`src/hw/rtl/mafs_pkg.sv`:
```
// ----------------------------------------------------------------------------
// MPEG audio frame splitter - shared definitions
// Widths, header field codes, bitrate table and the command/status bundles
// passed between the controller and the datapath.
// ----------------------------------------------------------------------------
package mafs_pkg;

   localparam int LENGTH_WIDTH      = 11;
   localparam int BYTE_WIDTH        = 8;
   localparam int FRAME_BYTES_WIDTH = 11;
   localparam int HOLD_WIDTH        = 24;
   localparam int KBPS_WIDTH        = 9;
   localparam int SCALE_WIDTH       = 18;
   localparam int DIVIDEND_WIDTH    = 26;
   localparam int DIVISOR_WIDTH     = 16;
   localparam int QUO_WIDTH         = 12;
   localparam int DIV_CNT_WIDTH     = $clog2(QUO_WIDTH + 1);
   localparam int LEN_CALC_WIDTH    = 17;

   localparam logic [LEN_CALC_WIDTH-1:0] LEN_MAX  = LEN_CALC_WIDTH'((1 << LENGTH_WIDTH) - 1);
   localparam logic [LEN_CALC_WIDTH-1:0] LEN_MIN  = LEN_CALC_WIDTH'(4);
   localparam logic [LENGTH_WIDTH-1:0]   HDR_LEN  = LENGTH_WIDTH'(4);

   localparam logic [10:0] SYNC_WORD = 11'h7ff;

   localparam logic [1:0] VER_MPEG25   = 2'd0;
   localparam logic [1:0] VER_RESERVED = 2'd1;
   localparam logic [1:0] VER_MPEG2    = 2'd2;
   localparam logic [1:0] VER_MPEG1    = 2'd3;

   localparam logic [1:0] LAY_RESERVED = 2'd0;
   localparam logic [1:0] LAY_CODE_I   = 2'd3;

   localparam logic [1:0] LIDX_I   = 2'd0;
   localparam logic [1:0] LIDX_III = 2'd2;

   localparam logic [1:0] SRATE_RESERVED = 2'd3;
   localparam logic [1:0] SRATE_44K1     = 2'd0;
   localparam logic [1:0] SRATE_48K      = 2'd1;
   localparam logic [1:0] SRATE_32K      = 2'd2;

   localparam logic [3:0] BIDX_FREE = 4'd0;
   localparam logic [3:0] BIDX_BAD  = 4'd15;

   typedef logic [KBPS_WIDTH-1:0] kbps_type;

   localparam kbps_type KBPS_TAB [2][3][15] = '{
      '{ '{9'd0, 9'd32, 9'd64, 9'd96, 9'd128, 9'd160, 9'd192, 9'd224,
           9'd256, 9'd288, 9'd320, 9'd352, 9'd384, 9'd416, 9'd448},
         '{9'd0, 9'd32, 9'd48, 9'd56, 9'd64, 9'd80, 9'd96, 9'd112,
           9'd128, 9'd160, 9'd192, 9'd224, 9'd256, 9'd320, 9'd384},
         '{9'd0, 9'd32, 9'd40, 9'd48, 9'd56, 9'd64, 9'd80, 9'd96,
           9'd112, 9'd128, 9'd160, 9'd192, 9'd224, 9'd256, 9'd320} },
      '{ '{9'd0, 9'd32, 9'd48, 9'd56, 9'd64, 9'd80, 9'd96, 9'd112,
           9'd128, 9'd144, 9'd160, 9'd176, 9'd192, 9'd224, 9'd256},
         '{9'd0, 9'd8, 9'd16, 9'd24, 9'd32, 9'd40, 9'd48, 9'd56,
           9'd64, 9'd80, 9'd96, 9'd112, 9'd128, 9'd144, 9'd160},
         '{9'd0, 9'd8, 9'd16, 9'd24, 9'd32, 9'd40, 9'd48, 9'd56,
           9'd64, 9'd80, 9'd96, 9'd112, 9'd128, 9'd144, 9'd160} }
   };

   function automatic kbps_type kbps_of(input logic lsf, input logic [1:0] lidx,
                                        input logic [3:0] bidx);
      kbps_type k;
      k = '0;
      if (bidx != BIDX_BAD && lidx <= LIDX_III) begin
         k = KBPS_TAB[lsf][lidx][bidx];
      end
      return k;
   endfunction

   // slots per kbit/s, scaled by 1000 (a slot is one byte, four in layer I)
   function automatic logic [SCALE_WIDTH-1:0] scale_of(input logic lsf,
                                                       input logic [1:0] lidx);
      logic [SCALE_WIDTH-1:0] s;
      if (lidx == LIDX_I) begin
         s = SCALE_WIDTH'(12 * 1000);
      end else if (lidx == LIDX_III && lsf) begin
         s = SCALE_WIDTH'(72 * 1000);
      end else begin
         s = SCALE_WIDTH'(144 * 1000);
      end
      return s;
   endfunction

   function automatic logic [DIVISOR_WIDTH-1:0] rate_of(input logic [1:0] ver,
                                                        input logic [1:0] sidx);
      logic [DIVISOR_WIDTH-1:0] base;
      logic [DIVISOR_WIDTH-1:0] r;
      case (sidx)
         SRATE_44K1: base = DIVISOR_WIDTH'(44100);
         SRATE_48K:  base = DIVISOR_WIDTH'(48000);
         SRATE_32K:  base = DIVISOR_WIDTH'(32000);
         default:    base = '0;
      endcase
      case (ver)
         VER_MPEG1:  r = base;
         VER_MPEG2:  r = base >> 1;
         default:    r = base >> 2;
      endcase
      return r;
   endfunction

   typedef struct packed {
      logic hdr_shift;
      logic hdr_last;
      logic div_start;
      logic len_load;
      logic frame_init;
      logic out_head;
      logic out_pass;
      logic out_err;
   } ctrl_cmd_type;

   typedef struct packed {
      logic hdr_full;
      logic hdr_ok;
      logic div_done;
      logic len_ok;
      logic head_last;
      logic left_zero;
      logic left_one;
      logic out_free;
   } dp_status_type;

endpackage

```
`src/hw/rtl/mafs_if.sv`:
```
// ----------------------------------------------------------------------------
// MPEG audio frame splitter - stream channels
// Valid/ready channels for incoming stream bytes and outgoing frame bytes.
// ----------------------------------------------------------------------------
interface mafs_req_if;
   import mafs_pkg::*;

   logic                  valid;
   logic                  ready;
   logic [BYTE_WIDTH-1:0] stream_byte;

   modport source (output valid, output stream_byte, input ready);
   modport sink   (input valid, input stream_byte, output ready);
endinterface

interface mafs_rsp_if;
   import mafs_pkg::*;

   logic                         valid;
   logic                         ready;
   logic [BYTE_WIDTH-1:0]        frame_byte;
   logic                         frame_start;
   logic                         frame_end;
   logic [FRAME_BYTES_WIDTH-1:0] frame_bytes;
   logic                         header_error;

   modport source (output valid, output frame_byte, output frame_start, output frame_end,
                   output frame_bytes, output header_error, input ready);
   modport sink   (input valid, input frame_byte, input frame_start, input frame_end,
                   input frame_bytes, input header_error, output ready);
endinterface

```
`src/hw/rtl/mafs_div.sv`:
```
// ----------------------------------------------------------------------------
// MPEG audio frame splitter - length divider
// Restoring divider, one quotient bit per cycle.
// ----------------------------------------------------------------------------
module mafs_div (
   input  logic                                clock,
   input  logic                                reset,
   input  logic                                start,
   input  logic [mafs_pkg::DIVIDEND_WIDTH-1:0] dividend,
   input  logic [mafs_pkg::DIVISOR_WIDTH-1:0]  divisor,
   output logic                                done,
   output logic [mafs_pkg::QUO_WIDTH-1:0]      quotient
);
   import mafs_pkg::*;

   logic [DIVISOR_WIDTH-1:0] rem_ff, rem_in;
   logic [DIVISOR_WIDTH-1:0] dsr_ff;
   logic [QUO_WIDTH-1:0]     low_ff, low_in;
   logic [DIV_CNT_WIDTH-1:0] cnt_ff;
   logic                     busy_ff;
   logic                     done_ff;
   logic [DIVISOR_WIDTH:0]   trial;
   logic [DIVISOR_WIDTH:0]   diff;
   logic                     ge;

   assign trial  = {rem_ff, low_ff[QUO_WIDTH-1]};
   assign diff   = trial - {1'b0, dsr_ff};
   assign ge     = trial >= {1'b0, dsr_ff};
   assign rem_in = ge ? diff[DIVISOR_WIDTH-1:0] : trial[DIVISOR_WIDTH-1:0];
   assign low_in = {low_ff[QUO_WIDTH-2:0], ge};

   always_ff @(posedge clock) begin
      if (reset) begin
         busy_ff <= 1'b0;
         done_ff <= 1'b0;
         cnt_ff  <= '0;
      end else begin
         done_ff <= 1'b0;
         if (start) begin
            busy_ff <= 1'b1;
            cnt_ff  <= DIV_CNT_WIDTH'(QUO_WIDTH);
         end else if (busy_ff) begin
            cnt_ff <= cnt_ff - 1'b1;
            if (cnt_ff == DIV_CNT_WIDTH'(1)) begin
               busy_ff <= 1'b0;
               done_ff <= 1'b1;
            end
         end
      end
   end

   always_ff @(posedge clock) begin
      if (start) begin
         rem_ff <= DIVISOR_WIDTH'(dividend[DIVIDEND_WIDTH-1:QUO_WIDTH]);
         low_ff <= dividend[QUO_WIDTH-1:0];
         dsr_ff <= divisor;
      end else if (busy_ff) begin
         rem_ff <= rem_in;
         low_ff <= low_in;
      end
   end

   assign done     = done_ff;
   assign quotient = low_ff;

endmodule

```
`src/hw/rtl/mafs_datapath.sv`:
```
// ----------------------------------------------------------------------------
// MPEG audio frame splitter - datapath
// Header capture, length arithmetic, byte countdown and result register.
// ----------------------------------------------------------------------------
module mafs_datapath (
   input  logic                                   clock,
   input  logic                                   reset,
   input  mafs_pkg::ctrl_cmd_type                 cmd,
   output mafs_pkg::dp_status_type                status,
   input  logic [mafs_pkg::BYTE_WIDTH-1:0]        stream_byte,
   input  logic                                   rsp_ready,
   output logic                                   rsp_valid,
   output logic [mafs_pkg::BYTE_WIDTH-1:0]        frame_byte,
   output logic                                   frame_start,
   output logic                                   frame_end,
   output logic [mafs_pkg::FRAME_BYTES_WIDTH-1:0] frame_bytes,
   output logic                                   header_error
);
   import mafs_pkg::*;

   logic [HOLD_WIDTH-1:0]     hold_ff;
   logic [BYTE_WIDTH-1:0]     byte4_ff;
   logic [1:0]                count_ff;
   logic [1:0]                head_idx_ff;
   logic [LENGTH_WIDTH-1:0]   len_ff;
   logic                      len_ok_ff;
   logic [LENGTH_WIDTH-1:0]   left_ff;
   logic                      valid_ff;
   logic [BYTE_WIDTH-1:0]     obyte_ff;
   logic                      ostart_ff;
   logic                      oend_ff;
   logic [FRAME_BYTES_WIDTH-1:0] obytes_ff;
   logic                      oerr_ff;

   logic [10:0]               sync;
   logic [1:0]                ver;
   logic [1:0]                lay;
   logic [3:0]                bidx;
   logic [1:0]                sidx;
   logic                      pad;
   logic                      lsf;
   logic [1:0]                lidx;
   logic [DIVIDEND_WIDTH-1:0] product;
   logic                      div_done;
   logic [QUO_WIDTH-1:0]      quotient;
   logic [QUO_WIDTH:0]        slots;
   logic [LEN_CALC_WIDTH-1:0] len_full;
   logic [BYTE_WIDTH-1:0]     head_byte;
   logic                      out_free;

   assign sync = hold_ff[23:13];
   assign ver  = hold_ff[12:11];
   assign lay  = hold_ff[10:9];
   assign bidx = hold_ff[7:4];
   assign sidx = hold_ff[3:2];
   assign pad  = hold_ff[1];
   assign lsf  = ver != VER_MPEG1;
   assign lidx = LAY_CODE_I - lay;

   assign product = DIVIDEND_WIDTH'(kbps_of(lsf, lidx, bidx)) *
                    DIVIDEND_WIDTH'(scale_of(lsf, lidx));

   mafs_div u_div (
      .clock    (clock),
      .reset    (reset),
      .start    (cmd.div_start),
      .dividend (product),
      .divisor  (rate_of(ver, sidx)),
      .done     (div_done),
      .quotient (quotient)
   );

   assign slots    = {1'b0, quotient} + (QUO_WIDTH + 1)'(pad);
   assign len_full = (lidx == LIDX_I) ? LEN_CALC_WIDTH'({slots, 2'b00})
                                      : LEN_CALC_WIDTH'(slots);

   assign out_free = !valid_ff || rsp_ready;

   always_comb begin
      case (head_idx_ff)
         2'd0:    head_byte = hold_ff[23:16];
         2'd1:    head_byte = hold_ff[15:8];
         2'd2:    head_byte = hold_ff[7:0];
         default: head_byte = byte4_ff;
      endcase
   end

   always_ff @(posedge clock) begin
      if (reset) begin
         count_ff <= '0;
         valid_ff <= 1'b0;
      end else begin
         if (cmd.hdr_shift) begin
            count_ff <= count_ff + 1'b1;
         end else if (cmd.hdr_last) begin
            count_ff <= '0;
         end
         if (cmd.out_head || cmd.out_pass || cmd.out_err) begin
            valid_ff <= 1'b1;
         end else if (rsp_ready) begin
            valid_ff <= 1'b0;
         end
      end
   end

   always_ff @(posedge clock) begin
      if (cmd.hdr_shift) begin
         hold_ff <= {hold_ff[HOLD_WIDTH-BYTE_WIDTH-1:0], stream_byte};
      end
      if (cmd.hdr_last) begin
         byte4_ff <= stream_byte;
      end
      if (cmd.len_load) begin
         len_ff    <= len_full[LENGTH_WIDTH-1:0];
         len_ok_ff <= (len_full >= LEN_MIN) && (len_full <= LEN_MAX);
      end
      if (cmd.frame_init) begin
         left_ff     <= len_ff - HDR_LEN;
         head_idx_ff <= '0;
      end else if (cmd.out_pass) begin
         left_ff <= left_ff - 1'b1;
      end else if (cmd.out_head) begin
         head_idx_ff <= head_idx_ff + 1'b1;
      end
      if (cmd.out_err) begin
         obyte_ff  <= '0;
         ostart_ff <= 1'b0;
         oend_ff   <= 1'b0;
         obytes_ff <= '0;
         oerr_ff   <= 1'b1;
      end else if (cmd.out_head) begin
         obyte_ff  <= head_byte;
         ostart_ff <= head_idx_ff == 2'd0;
         oend_ff   <= (head_idx_ff == 2'd3) && (left_ff == '0);
         obytes_ff <= len_ff[FRAME_BYTES_WIDTH-1:0];
         oerr_ff   <= 1'b0;
      end else if (cmd.out_pass) begin
         obyte_ff  <= stream_byte;
         ostart_ff <= 1'b0;
         oend_ff   <= left_ff == LENGTH_WIDTH'(1);
         obytes_ff <= len_ff[FRAME_BYTES_WIDTH-1:0];
         oerr_ff   <= 1'b0;
      end
   end

   always_comb begin
      status.hdr_full  = count_ff == 2'd3;
      status.hdr_ok    = (sync == SYNC_WORD) && (ver != VER_RESERVED) &&
                         (lay != LAY_RESERVED) && (sidx != SRATE_RESERVED) &&
                         (bidx != BIDX_FREE) && (bidx != BIDX_BAD);
      status.div_done  = div_done;
      status.len_ok    = len_ok_ff;
      status.head_last = head_idx_ff == 2'd3;
      status.left_zero = left_ff == '0;
      status.left_one  = left_ff == LENGTH_WIDTH'(1);
      status.out_free  = out_free;
   end

   assign rsp_valid    = valid_ff;
   assign frame_byte   = obyte_ff;
   assign frame_start  = ostart_ff;
   assign frame_end    = oend_ff;
   assign frame_bytes  = obytes_ff;
   assign header_error = oerr_ff;

endmodule

```
`src/hw/rtl/mafs_ctrl.sv`:
```
// ----------------------------------------------------------------------------
// MPEG audio frame splitter - controller
// Sequences header capture, length division, header replay and pass-through.
// ----------------------------------------------------------------------------
module mafs_ctrl (
   input  logic                    clock,
   input  logic                    reset,
   input  logic                    req_valid,
   output logic                    req_ready,
   input  mafs_pkg::dp_status_type status,
   output mafs_pkg::ctrl_cmd_type  cmd
);
   import mafs_pkg::*;

   localparam logic [2:0] S_GATHER = 3'd0;
   localparam logic [2:0] S_START  = 3'd1;
   localparam logic [2:0] S_DIV    = 3'd2;
   localparam logic [2:0] S_CHECK  = 3'd3;
   localparam logic [2:0] S_HEAD   = 3'd4;
   localparam logic [2:0] S_PASS   = 3'd5;
   localparam logic [2:0] S_ERR    = 3'd6;
   localparam logic [2:0] S_STALL  = 3'd7;

   logic [2:0] state_ff, state_in;
   logic       accept;

   assign accept = req_valid && req_ready;

   always_comb begin
      case (state_ff)
         S_GATHER: req_ready = 1'b1;
         S_PASS:   req_ready = status.out_free;
         S_STALL:  req_ready = 1'b1;
         default:  req_ready = 1'b0;
      endcase
   end

   always_comb begin
      cmd      = '0;
      state_in = state_ff;
      case (state_ff)
         S_GATHER: begin
            if (accept) begin
               if (status.hdr_full) begin
                  cmd.hdr_last = 1'b1;
                  state_in     = status.hdr_ok ? S_START : S_ERR;
               end else begin
                  cmd.hdr_shift = 1'b1;
               end
            end
         end
         S_START: begin
            cmd.div_start = 1'b1;
            state_in      = S_DIV;
         end
         S_DIV: begin
            if (status.div_done) begin
               cmd.len_load = 1'b1;
               state_in     = S_CHECK;
            end
         end
         S_CHECK: begin
            if (status.len_ok) begin
               cmd.frame_init = 1'b1;
               state_in       = S_HEAD;
            end else begin
               state_in = S_ERR;
            end
         end
         S_HEAD: begin
            if (status.out_free) begin
               cmd.out_head = 1'b1;
               if (status.head_last) begin
                  state_in = status.left_zero ? S_GATHER : S_PASS;
               end
            end
         end
         S_PASS: begin
            if (accept) begin
               cmd.out_pass = 1'b1;
               if (status.left_one) begin
                  state_in = S_GATHER;
               end
            end
         end
         S_ERR: begin
            if (status.out_free) begin
               cmd.out_err = 1'b1;
               state_in    = S_STALL;
            end
         end
         S_STALL: state_in = S_STALL;
         default: state_in = S_GATHER;
      endcase
   end

   always_ff @(posedge clock) begin
      if (reset) begin
         state_ff <= S_GATHER;
      end else begin
         state_ff <= state_in;
      end
   end

endmodule

```
`src/hw/rtl/mpeg_audio_frame_splitter.sv`:
```
// ----------------------------------------------------------------------------
// MPEG audio frame splitter - top level
// Cuts an MPEG audio byte stream into frames, marking start and end of each.
// ----------------------------------------------------------------------------
//  Channel  Direction  Carries
//  req_if   in         stream_byte, one byte per request
//  rsp_if   out        frame_byte, frame_start, frame_end, frame_bytes,
//                      header_error
//
//  Header bytes: the fourth starts the length divide on a good header, then
//  the length is checked and the four header bytes are replayed.
//  Body bytes pass through at one per cycle while rsp_if keeps up.
//  Reset is synchronous and returns the block to header capture.
//  A bad header gives one error result, after which input is drained
//  without results until reset. A stalled rsp_if holds the result register.
// ----------------------------------------------------------------------------
module mpeg_audio_frame_splitter (
   input logic        clock,
   input logic        reset,
   mafs_req_if.sink   req_if,
   mafs_rsp_if.source rsp_if
);
   import mafs_pkg::*;

   ctrl_cmd_type  cmd;
   dp_status_type status;

   mafs_ctrl u_ctrl (
      .clock     (clock),
      .reset     (reset),
      .req_valid (req_if.valid),
      .req_ready (req_if.ready),
      .status    (status),
      .cmd       (cmd)
   );

   mafs_datapath u_datapath (
      .clock        (clock),
      .reset        (reset),
      .cmd          (cmd),
      .status       (status),
      .stream_byte  (req_if.stream_byte),
      .rsp_ready    (rsp_if.ready),
      .rsp_valid    (rsp_if.valid),
      .frame_byte   (rsp_if.frame_byte),
      .frame_start  (rsp_if.frame_start),
      .frame_end    (rsp_if.frame_end),
      .frame_bytes  (rsp_if.frame_bytes),
      .header_error (rsp_if.header_error)
   );

   a_err_final: assert property (@(posedge clock) disable iff (reset)
      (rsp_if.valid && rsp_if.ready && rsp_if.header_error) |=> !rsp_if.valid)
      else $error("result issued after header error");

   a_start_len: assert property (@(posedge clock) disable iff (reset)
      (rsp_if.valid && rsp_if.frame_start) |->
      (!rsp_if.header_error && rsp_if.frame_bytes >= FRAME_BYTES_WIDTH'(4)))
      else $error("frame start with bad length");

   a_div_idle_input: assert property (@(posedge clock) disable iff (reset)
      status.div_done |-> !req_if.ready)
      else $error("input taken while length divide in flight");

   a_out_slot: assert property (@(posedge clock) disable iff (reset)
      (cmd.out_head || cmd.out_pass || cmd.out_err) |-> status.out_free)
      else $error("result register overwritten");

endmodule

```
`src/flat_wrapper.sv`:
```
// flat-port wrapper written by rule: the top's interface ports become plain ports
module mpeg_audio_frame_splitter_flat import mafs_pkg::*;
  (clock, reset, req_if_valid, req_if_stream_byte, req_if_ready, rsp_if_valid, rsp_if_frame_byte, rsp_if_frame_start, rsp_if_frame_end, rsp_if_frame_bytes, rsp_if_header_error, rsp_if_ready);
  mafs_req_if req_if_i ();
  mafs_rsp_if rsp_if_i ();
  input logic clock;
  input logic reset;
  input wire logic [$bits(req_if_i.valid)-1:0] req_if_valid;
  input wire logic [$bits(req_if_i.stream_byte)-1:0] req_if_stream_byte;
  output wire logic [$bits(req_if_i.ready)-1:0] req_if_ready;
  output wire logic [$bits(rsp_if_i.valid)-1:0] rsp_if_valid;
  output wire logic [$bits(rsp_if_i.frame_byte)-1:0] rsp_if_frame_byte;
  output wire logic [$bits(rsp_if_i.frame_start)-1:0] rsp_if_frame_start;
  output wire logic [$bits(rsp_if_i.frame_end)-1:0] rsp_if_frame_end;
  output wire logic [$bits(rsp_if_i.frame_bytes)-1:0] rsp_if_frame_bytes;
  output wire logic [$bits(rsp_if_i.header_error)-1:0] rsp_if_header_error;
  input wire logic [$bits(rsp_if_i.ready)-1:0] rsp_if_ready;
  assign req_if_i.valid = req_if_valid;
  assign req_if_i.stream_byte = req_if_stream_byte;
  assign req_if_ready = req_if_i.ready;
  assign rsp_if_valid = rsp_if_i.valid;
  assign rsp_if_frame_byte = rsp_if_i.frame_byte;
  assign rsp_if_frame_start = rsp_if_i.frame_start;
  assign rsp_if_frame_end = rsp_if_i.frame_end;
  assign rsp_if_frame_bytes = rsp_if_i.frame_bytes;
  assign rsp_if_header_error = rsp_if_i.header_error;
  assign rsp_if_i.ready = rsp_if_ready;
  mpeg_audio_frame_splitter u_core (.clock(clock), .reset(reset), .req_if(req_if_i), .rsp_if(rsp_if_i));
endmodule
```
`config.mk`:
```
export PLATFORM = sky130hd
export DESIGN_NAME = mpeg_audio_frame_splitter_flat
export DESIGN_NICKNAME = d
export VERILOG_FILES = /design/src/hw/rtl/mafs_pkg.sv /design/src/hw/rtl/mafs_if.sv /design/src/hw/rtl/mafs_div.sv /design/src/hw/rtl/mafs_datapath.sv /design/src/hw/rtl/mafs_ctrl.sv /design/src/hw/rtl/mpeg_audio_frame_splitter.sv /design/src/flat_wrapper.sv
export SDC_FILE = /design/constraint.sdc
export NUM_CORES = 1
export LEC_CHECK = 0
export ABC_CLOCK_PERIOD_IN_PS = 5600
export BUFFER_PORTS_ARGS = -buffer_cell sky130_fd_sc_hd__buf_4
export CORE_MARGIN = 10
export CORE_UTILIZATION = 40
export CTS_BUF_LIST = sky130_fd_sc_hd__clkbuf_8
export DETAILED_ROUTE_END_ITERATION = 10
export HOLD_SLACK_MARGIN = 0.12
export PLACE_DENSITY_LB_ADDON = 0.3
export SLEW_MARGIN = 20
export SYNTH_ARGS = -nofsm -noshare
export SYNTH_HDL_FRONTEND = slang
export SYNTH_SLANG_ARGS = --single-unit
```
`constraint.sdc`:
```
create_clock -name clock -period 5.6 [get_ports clock]
set_input_delay 1.12 -clock clock [delete_from_list [all_inputs] [get_ports clock]]
set_output_delay 1.12 -clock clock [all_outputs]
set_load 0.005 [all_outputs]
```
==> results.cfg, run 1 <==
[outcome]
outcome = finished with violations
violations = negative setup slack

[routing]
drcViolationCount = 0
wire_per_inst_um = 15.54
ant_nets = 0
avgViaCountPerCell = 5.339
drt_iter0_markers = 704
wl_um = 23540
drtPass1Iterations = 7
vias = 8089

[place]
dpl_worst_slack_ns = -0.2148
dpl_cell_area_sq_mm = 0.01098
gp_congestion = 0.8681
place.port_buffers = 35
dp_hpwl_um = 17580

[critical_path]
crit_slowest_cell = fa_2
crit_chain = buf_6 > ha_4 > buf_4 > nor2_1 > a211o_1 > a311oi_2 > a211o_1 > buf_6 > nor2_2 > fa_1 > fa_1 > fa_2 > ha_4 > ha_4 > or3_4 > o211ai_1 > a31oi_1 > a31oi_1 > xnor3_1 > o21a_1
cpMostUsedCell = ha_4
path_class = reg2reg
crit_fanout = 8
slowest_delay_ns = 0.61
endpoint_kind = register
crit_required_ns = 5.79
arrival_ns = 5.80
start_kind = register

[yosys]
synthSimpleGateAreaFrac_pct = 18.09
ys.flop_type = edfxtp_1
synthAdderAreaFrac_pct = 17.52
synth_nets = 1214
netlist_area_sq_mm = 0.009883
ys_seq_elements = 133
synth_area_per_cell_sq_um = 9.117
synthDistinctLibCells = 71
yosysTopAreaCell = edfxtp_1
seq_area_frac_synth_pct = 36.56
postSynth.asyncResetShare_pct = 0
synth-compound-area-share_pct = 17.43
ys_top_cells_by_area = edfxtp_1, ha_1, dfxtp_1, fa_1, nand2_1
synth_edf_count = 95
yosysWarnings = 0
syn_inst = 1084
synth_mux_area_share_pct = 1.456
synth_xor_area_share_pct = 3.773
synth_top_area_share_pct = 28.86
synth_top_family_by_area = simple AND/OR/NAND/NOR gates

[layout]
final_cell_mix = buf_4, nand2_1, nor2_1
final_nets = 1308
final_area_sq_mm = 0.01190
antennaDiodeCount = 0
drive_gt1_share_pct = 21.07
mostFrequentLayoutCell = buf_4
area_delta_synth_final_pct = 20.38

[clocking]
cts_buffer_depth = 2
clk_latency_ns = 0.45
cts.sinks = 133
path_clk_slew_ns = 0.08
cts_made_buffers = 17
cts-root-buf = clkbuf_8
cts_max_level = 4
tritoncts = yes
ctsHoldBuffers = 0

[global_routing]
antenna_found_initial = 0
grt_max_degree = 42
grt_util_all_layers_pct = 15.14
grt_pass1_vias = 7854
grt_overflow = 0
grt_pass1_wl_um = 39570

[floorplanning]
rows = 57
fp.dieW_um = 177.2
initial_core_util_pct = 40.64
die-area_sq_mm = 0.03140
coreArea_sq_mm = 0.02432
io_pins = 36
chipHeight_um = 177.2

[power_and_ir_drop]
powerDensity_mw_per_mm2 = 258.7
ir_drop_uv = 182.7
leakagePower_uw = 0.005073

[worst_hold_path]
hold_path.class = reg2reg

[timing]
rsz0062_at_grt = yes
fin_skew_ns = 0.01555
finalCritPeriodShare_pct = 100.1
slew_headroom_pct = 40.60
finalMaxSlewViolations = 0
hold_viol_final = 0
setup_slack_ns = -0.005671
tightest_slew_ns = 0.8900
fin_crit_ns = 5.606
timing.fmax_ghz = 0.1784
setup_violations = 1

[flow_run]
maxCapViolCount = 0
==> through the flow <==
stage / util (%) / instances / total power, uW / hold WS [ns] / TNS [ns]
after global routing: 48.92 / 1515 / 3292 / 0.4835 / -0.7191
after global placement: 45.14 / 1461 / 2170 / 0.4312 / -0.3876
after floorplan: - / 1084 / 1842 / 0.4206 / 0
after detailed placement: 45.14 / 1461 / 2177 / 0.4455 / -0.7960
after CTS: 47.51 / 1503 / 3045 / 0.4610 / 0
final: 48.92 / 1515 / 3078 / 0.4560 / -0.005671
==> where the power goes <==
part           internal [uW]  total, uW  switching [uW]
Clock                    420        829             409
Combinational            518       1040             520
Sequential              1150       1210            61.5
Total                   2090       3080             990
==> cell families after synthesis <==
group	Yosys count
simple gates	376
flops	133
mux	14
buf+inv	132
fa+ha+maj	118
compound gates	270
xor+xnor	41
==> worst max-delay path: cells and delay by family, from the launching register on <==
| family | cells | cell delay, ns |
|---|---|---|
| buf+inv | 3 | 0.42 |
| fa+ha+maj | 6 | 2.29 |
| xor+xnor | 1 | 0.24 |
| flops | 1 | 0.43 |
| compound gates | 7 | 1.57 |
| simple gates | 3 | 0.40 |
==> cells in the mapped netlist (3+ instances only) <==
| library cell | count |
|---|---|
| xnor2_1 | 27 |
| nor2_1 | 112 |
| nand4_1 | 6 |
| nand2_1 | 114 |
| o31a_1 | 3 |
| a31oi_1 | 23 |
| a21oi_1 | 85 |
| a21boi_0 | 4 |
| a211oi_1 | 9 |
| o22ai_1 | 8 |
| nor2b_1 | 6 |
| inv_1 | 79 |
| ha_1 | 84 |
| nand2b_1 | 20 |
| buf_2 | 6 |
| fa_1 | 34 |
| a311oi_1 | 4 |
| mux2i_1 | 11 |
| clkbuf_1 | 42 |
| and2_1 | 16 |
| or2_2 | 11 |
| dfxtp_1 | 38 |
| nand3_1 | 16 |
| and3_1 | 9 |
| nor4_1 | 5 |
| nor3_1 | 28 |
| a211o_1 | 5 |
| a222oi_1 | 8 |
| edfxtp_1 | 95 |
| a21o_1 | 17 |
| xor2_1 | 13 |
| nand3b_1 | 5 |
| buf_1 | 4 |
| o21a_1 | 7 |
| o31ai_1 | 6 |
| o21ai_0 | 59 |
| o211ai_1 | 7 |
| or3_1 | 12 |
| mux2_2 | 3 |
==> worst paths after layout <==
check / cells past startpoint / slack [ns] / end / start
max: 20 / -0.006 / u_core.u_datapath.u_div.rem_ff[13]$_DFFE_PP_ / u_core.u_datapath.hold_ff[9]$_DFFE_PP_
max reg2reg: 20 / -0.006 / u_core.u_datapath.u_div.rem_ff[13]$_DFFE_PP_ / u_core.u_datapath.hold_ff[9]$_DFFE_PP_
min reg2reg: 2 / 0.46 / u_core.u_datapath.frame_bytes[7]$_SDFFE_PP0P_ / u_core.u_datapath.frame_bytes[7]$_SDFFE_PP0P_
min: 2 / 0.46 / u_core.u_datapath.frame_bytes[7]$_SDFFE_PP0P_ / u_core.u_datapath.frame_bytes[7]$_SDFFE_PP0P_
==> sequential cells by signal, summed over array words and instances, names as in the netlist <==
signal / flops
u_core.u_datapath.u_div.dsr_ff: 14
u_core.u_datapath.len_ff: 11
u_core.u_datapath.u_div.busy_ff: 1
u_core.u_datapath.u_div.cnt_ff: 4
u_core.u_datapath.frame_byte: 8
u_core.u_datapath.header_error: 1
u_core.u_datapath.byte4_ff: 8
u_core.u_ctrl.state_ff: 3
u_core.u_datapath.u_div.done: 1
u_core.u_datapath.left_ff: 11
u_core.u_datapath.hold_ff: 24
u_core.u_datapath.u_div.rem_ff: 16
u_core.u_datapath.frame_start: 1
u_core.u_datapath.len_ok_ff: 1
u_core.u_datapath.rsp_valid: 1
u_core.u_datapath.frame_bytes: 11
u_core.u_datapath.head_idx_ff: 2
u_core.u_datapath.u_div.quotient: 12
u_core.u_datapath.frame_end: 1
u_core.u_datapath.count_ff: 2
==> area by class of cell <==
class                           count  area (sq um)
Fill cell                        2269         12420
Clock inverter                     14         160.2
Inverter                           79         306.5
Clock buffer                       18         247.7
Tap cell                          324         405.4
Multi-Input combinational cell    819          6162
Timing Repair Buffer              128          1002
Sequential cell                   133          3613
==> metal layers <==
metal / vias to the layer above / share of wire [%] / GRT usage, %
met3: 23 / 3.9 / 2.432
met5: - / 0 / 0
met1: 3861 / 47 / 20.47
met2: 149 / 47 / 24.52
met4: 0 / 1.4 / 4.133
li1: 4056 / - / -
==> timing repair <==
item,in CTS,in global routing
setup endpoints to repair,7,9
buffers inserted,11,13
endpoints found under the hold margin,0,0
pin swaps,42,48
gates cloned,0,0
resized for setup,29,59
(Power assumes the default switching activity.)
==> inputs of run 2 (changes only) <==
ABC_AREA = 1   (was unset)
==> results.cfg, run 2 <==
[yosys]
synthDistinctLibCells = 46
synthAdderAreaFrac_pct = 16.94
yosysTopAreaCell = edfxtp_1
synth_mux_area_share_pct = 0
synthTopCellsByCount = nand2_1, inv_1, nor2_1
synth_edf_count = 95
synthSimpleGateAreaFrac_pct = 26.82
syn_inst = 1318
synth_top_area_share_pct = 27.91
synth-compound-area-share_pct = 10.46
synth_area_per_cell_sq_um = 7.754
synth_xor_area_share_pct = 1.457
synth_nets = 1448
ys_top_cells_by_area = edfxtp_1, nand2_1, ha_1, dfxtp_1, inv_1
synth_top_family_by_area = simple AND/OR/NAND/NOR gates
ys_seq_elements = 133
ys.flop_type = edfxtp_1
yosysWarnings = 0
yosysMostFrequentCell = nand2_1
postSynth.asyncResetShare_pct = 0
netlist_area_sq_mm = 0.01022
seq_area_frac_synth_pct = 35.36

[timing]
finalMaxSlewViolations = 0
setup_tns_ns = 0
fin_skew_ns = 0.02347
setup_violations = 0
slew_headroom_pct = 34.04
hold_viol_final = 0
hold_ws_ns = 0.4589
tightest_slew_ns = 0.9833
finalCritPeriodShare_pct = 94.51
fin_crit_ns = 5.293
timing.fmax_ghz = 0.1889

[power_and_ir_drop]
finalPower_uw = 5783
leakagePower_uw = 0.005368
powerDensity_mw_per_mm2 = 505.6
ir_drop_uv = 230.6

[layout]
final_nets = 1500
final_area_sq_mm = 0.01144
antennaDiodeCount = 0
mostFrequentLayoutCell = nand2_1
largest_reg_flops = 24
top_regs = u_core.u_datapath.hold_ff (24), u_core.u_datapath.u_div.rem_ff (16), u_core.u_datapath.u_div.dsr_ff (14)
drive_gt1_share_pct = 11.57
largest-register = u_core.u_datapath.hold_ff
post-route-util_pct = 45.42
final_cell_mix = nand2_1, inv_1, nor2_1
area_delta_synth_final_pct = 11.92

[routing]
avgViaCountPerCell = 5.193
ant_nets = 0
wire_per_inst_um = 15.36
drt_iter0_markers = 716
drcViolationCount = 0
vias = 8896
drtPass1Iterations = 8
wl_um = 26310

[clocking]
path_clk_slew_ns = 0.10
cts_max_level = 4
cts_made_buffers = 17
tritoncts = yes
cts_buffer_depth = 2
ctsHoldBuffers = 0
cts.sinks = 133
cts-root-buf = clkbuf_8
clk_latency_ns = 0.46

[flow_run]
maxCapViolCount = 0

[global_routing]
antenna_found_initial = 0
grt_util_all_layers_pct = 16.17
grt_overflow = 0
grt_pass1_vias = 8579
grt_pass1_wl_um = 44100
grt_max_degree = 34

[place]
dp_hpwl_um = 20680
dpl_cell_area_sq_mm = 0.01089
gp_congestion = 0.9504
place.port_buffers = 35

[floorplanning]
coreArea_sq_mm = 0.02518
initial_core_util_pct = 40.58
chipHeight_um = 179.8
rows = 58
die-area_sq_mm = 0.03234
io_pins = 36
fp.dieW_um = 179.8

[critical_path]
arrival_ns = 5.50
crit_fanout = 7
crit_required_ns = 5.81
path_class = reg2reg
endpoint_kind = register
start_kind = register

[worst_hold_path]
hold_path.class = reg2reg

[outcome]
outcome = finished clean
[run 2: power breakdown]
group / internal, uW / total, uW / switching (uW)
Clock: 381 / 794 / 414
Combinational: 1360 / 3500 / 2140
Sequential: 1330 / 1490 / 154
[run 2: area by class of cell]
class	count	area, sq um
Sequential cell	133	3613
Timing Repair Buffer	63	473.0
Clock buffer	19	261.5
Multi-Input combinational cell	957	5811
Fill cell	2494	13740
Tap cell	330	412.9
Inverter	198	745.7
Clock inverter	13	121.4
[run 2: logic make-up after synthesis]
group | after synthesis
fa+ha+maj | 118
flops | 133
compound gates | 186
xor+xnor | 17
simple gates | 636
buf+inv | 228
[run 2: metal layers]
layer / GRT usage (%) / up-vias / wire [um]
li1: - / 4450 / -
met4: 4.400 / 0 / 444
met5: 0 / - / 0
met1: 22.30 / 4201 / 12780
met3: 2.550 / 30 / 899
met2: 25.68 / 215 / 12180
[run 2: timing repair]
item | 4_1_cts | 5_1_grt
cloned | 0 | 0
gates resized for setup | 1 | 37
endpoints found under the hold margin | 0 | 0
setup endpoints to repair | 1 | 11
setup buffers | 0 | 6
pin swaps | 0 | 4
[run 2: worst max-delay path: stages, from the launching register on]
cell	delay [ns]
edfxtp_1	0.43
nand2_4	0.10
buf_4	0.15
ha_1	0.16
nand2_1	0.11
nand3_1	0.13
a21boi_0	0.16
o211ai_1	0.23
nand2_2	0.18
nor2_1	0.20
inv_1	0.08
fa_1	0.52
inv_1	0.06
fa_1	0.51
fa_1	0.50
ha_1	0.30
ha_1	0.34
nand2_1	0.10
nor2_1	0.15
nor2_1	0.05
nand2_1	0.08
a21oi_1	0.09
or2_2	0.28
nand3_1	0.07
nand2_1	0.07
[run 2: per-stage QoR]
| stage | worst slack (ns) | instances |
|---|---|---|
| floorplan | 0.4410 | 1318 |
| global placement | 0.06742 | 1675 |
| detailed placement | -0.008098 | 1675 |
| CTS | 0.02569 | 1707 |
| global route | -0.006429 | 1713 |
| finish | 0.3073 | 1713 |
[run 2: worst paths after layout]
path,start,to,slack (ns),depth (start not counted)
setup / recovery,u_core.u_datapath.hold_ff[11]$_DFFE_PP_,u_core.u_datapath.u_div.rem_ff[9]$_DFFE_PP_,0.31,24
setup reg to reg,u_core.u_datapath.hold_ff[11]$_DFFE_PP_,u_core.u_datapath.u_div.rem_ff[9]$_DFFE_PP_,0.31,24
hold reg to reg,u_core.u_datapath.header_error$_SDFFE_PP1P_,u_core.u_datapath.header_error$_SDFFE_PP1P_,0.46,2
hold / removal,u_core.u_datapath.header_error$_SDFFE_PP1P_,u_core.u_datapath.header_error$_SDFFE_PP1P_,0.46,2
==> inputs of run 3 (changes only) <==
CTS_CLUSTER_DIAMETER = 150   (was unset)
GPL_TIMING_DRIVEN = 0   (was unset)
==> results.cfg, run 3 (synthesis results as in run 2) <==
[outcome]
outcome = finished clean

[global_routing]
grt_util_all_layers_pct = 15.88
antenna_found_initial = 0
grt_max_degree = 28
grt_pass1_vias = 8266
grt_pass1_wl_um = 42640
grt_overflow = 0

[floorplanning]
chipHeight_um = 179.8
coreArea_sq_mm = 0.02518
initial_core_util_pct = 40.58
fp.dieW_um = 179.8
io_pins = 36
die-area_sq_mm = 0.03234
rows = 58

[layout]
final_cell_mix = nand2_1, inv_1, nor2_1
antennaDiodeCount = 0
largest-register = u_core.u_datapath.hold_ff
n_fill_cell = 2493
area_delta_synth_final_pct = 14.51
largest_reg_flops = 24
mostFrequentLayoutCell = nand2_1
drive_gt1_share_pct = 13.01
top_regs = u_core.u_datapath.hold_ff (24), u_core.u_datapath.u_div.rem_ff (16), u_core.u_datapath.u_div.dsr_ff (14)
final_nets = 1516

[worst_hold_path]
hold_path.class = reg2reg
hold_depth = 2

[routing]
avgViaCountPerCell = 5.120
wire_per_inst_um = 15.26
drtPass1Iterations = 6
drcViolationCount = 0
vias = 8852
drt_iter0_markers = 655
ant_nets = 0
wl_um = 26390

[timing]
fin_crit_ns = 5.414
setup_violations = 0
finalCritPeriodShare_pct = 96.69
slew_headroom_pct = 49.21
setup_slack_ns = 0.1855
finalMaxSlewViolations = 0
hold_viol_final = 0
setup_tns_ns = 0
fin_skew_ns = 0.02693
tightest_slew_ns = 0.7600
hold_ws_ns = 0.4582
timing.fmax_ghz = 0.1847

[clocking]
cts-root-buf = clkbuf_8
cts.sinks = 133
cts_buffer_depth = 2
clk_latency_ns = 0.48
tritoncts = yes
cts_made_buffers = 17
ctsHoldBuffers = 0
path_clk_slew_ns = 0.11
cts_max_level = 4

[power_and_ir_drop]
powerDensity_mw_per_mm2 = 529.1
leakagePower_uw = 0.005418
ir_drop_uv = 381.0

[critical_path]
crit_fanout = 13
start_kind = register
arrival_ns = 5.63
crit_buf_inv = 4
crit_slowest_cell = fa_1
r2r_cells = 25
endpoint_kind = register
crit_required_ns = 5.81
slowest_delay_ns = 0.52
crit_family = adder cells
crit_cells = 25
path_class = reg2reg

[flow_run]
maxCapViolCount = 0

[place]
dpl_worst_slack_ns = -0.3437
gp_congestion = 0.9045
place.port_buffers = 35
dp_hpwl_um = 20440
run 3: cell count changes in the layout (fill, tap and decap cells not counted), moves of 4 or more:
cell / change
nor2_4: +4
buf_4: -12
nand2_1: -4
ha_4: +8
clkbuf_1: +9
nor2_2: -4
buf_6: +5
ha_1: -7
inv_8: +5
buf_2: +11
run 3: final timing paths:
check | startpoint | endpoint | slack (ns)
hold / removal | u_core.u_datapath.header_error$_SDFFE_PP1P_ | u_core.u_datapath.header_error$_SDFFE_PP1P_ | 0.46
setup reg to reg | u_core.u_datapath.hold_ff[12]$_DFFE_PP_ | u_core.u_datapath.u_div.rem_ff[9]$_DFFE_PP_ | 0.19
setup / recovery | u_core.u_datapath.hold_ff[12]$_DFFE_PP_ | u_core.u_datapath.u_div.rem_ff[9]$_DFFE_PP_ | 0.19
hold reg to reg | u_core.u_datapath.header_error$_SDFFE_PP1P_ | u_core.u_datapath.header_error$_SDFFE_PP1P_ | 0.46
run 3: metrics by stage:
stage / util, % / cell area (sq um) / cells / power, uW
3_5_place_dp: 43.39 / 10930 / 1685 / 4750
4_1_cts: 45.21 / 11380 / 1717 / 5668
3_3_place_gp: 43.27 / 10900 / 1683 / 4725
5_1_grt: 46.47 / 11700 / 1729 / 6771
2_1_floorplan: - / 10220 / 1318 / 3812
6_report: 46.47 / 11700 / 1729 / 6192
run 3: timing repair:
action	4_1_cts	5_1_grt
endpoints found under the setup margin	11	11
endpoints found under the hold margin	0	0
buffers inserted	0	12
resized for setup	16	47
pin swaps	0	17
run 3: power breakdown:
group / switching [uW] / internal, uW / leakage (uW)
combinational: 2280 / 1580 / 0.00402
sequential: 139 / 1330 / 0.00119
clock: 481 / 380 / 0.000211
run 3: layout make-up:
type | instances | area [sq um] | share of cell area [%]
inverters | 198 | 748.2 | 6.394
multi-input cells | 957 | 5973 | 51.04
clock inverters | 15 | 177.7 | 1.518
repair buffers | 49 | 367.9 | 3.143
plain buffers | 30 | 175.2 | 1.497
well taps | 330 | 412.9 | 3.528
clock buffers | 17 | 234.0 | 1.999
flip-flops and latches | 133 | 3613 | 30.88
run 3: routing by layer:
layer	vias up	global-route usage [%]	part of all wire, %
met3	28	2.390	5.2
met5	-	0	0
met1	4096	22.36	48
li1	4497	-	-
met2	231	24.38	45
met4	0	5.094	1.7
run 3: worst reg2reg max path, delay by kind of cell (launching register included):
kind                       cells  cell delay [ns]
buffers and inverters          4             0.35
DFF                            1             0.41
adders and majority gates      6             2.36
and+or+nand+nor               12             1.54
AOI/OAI and AO/OA              3             0.50
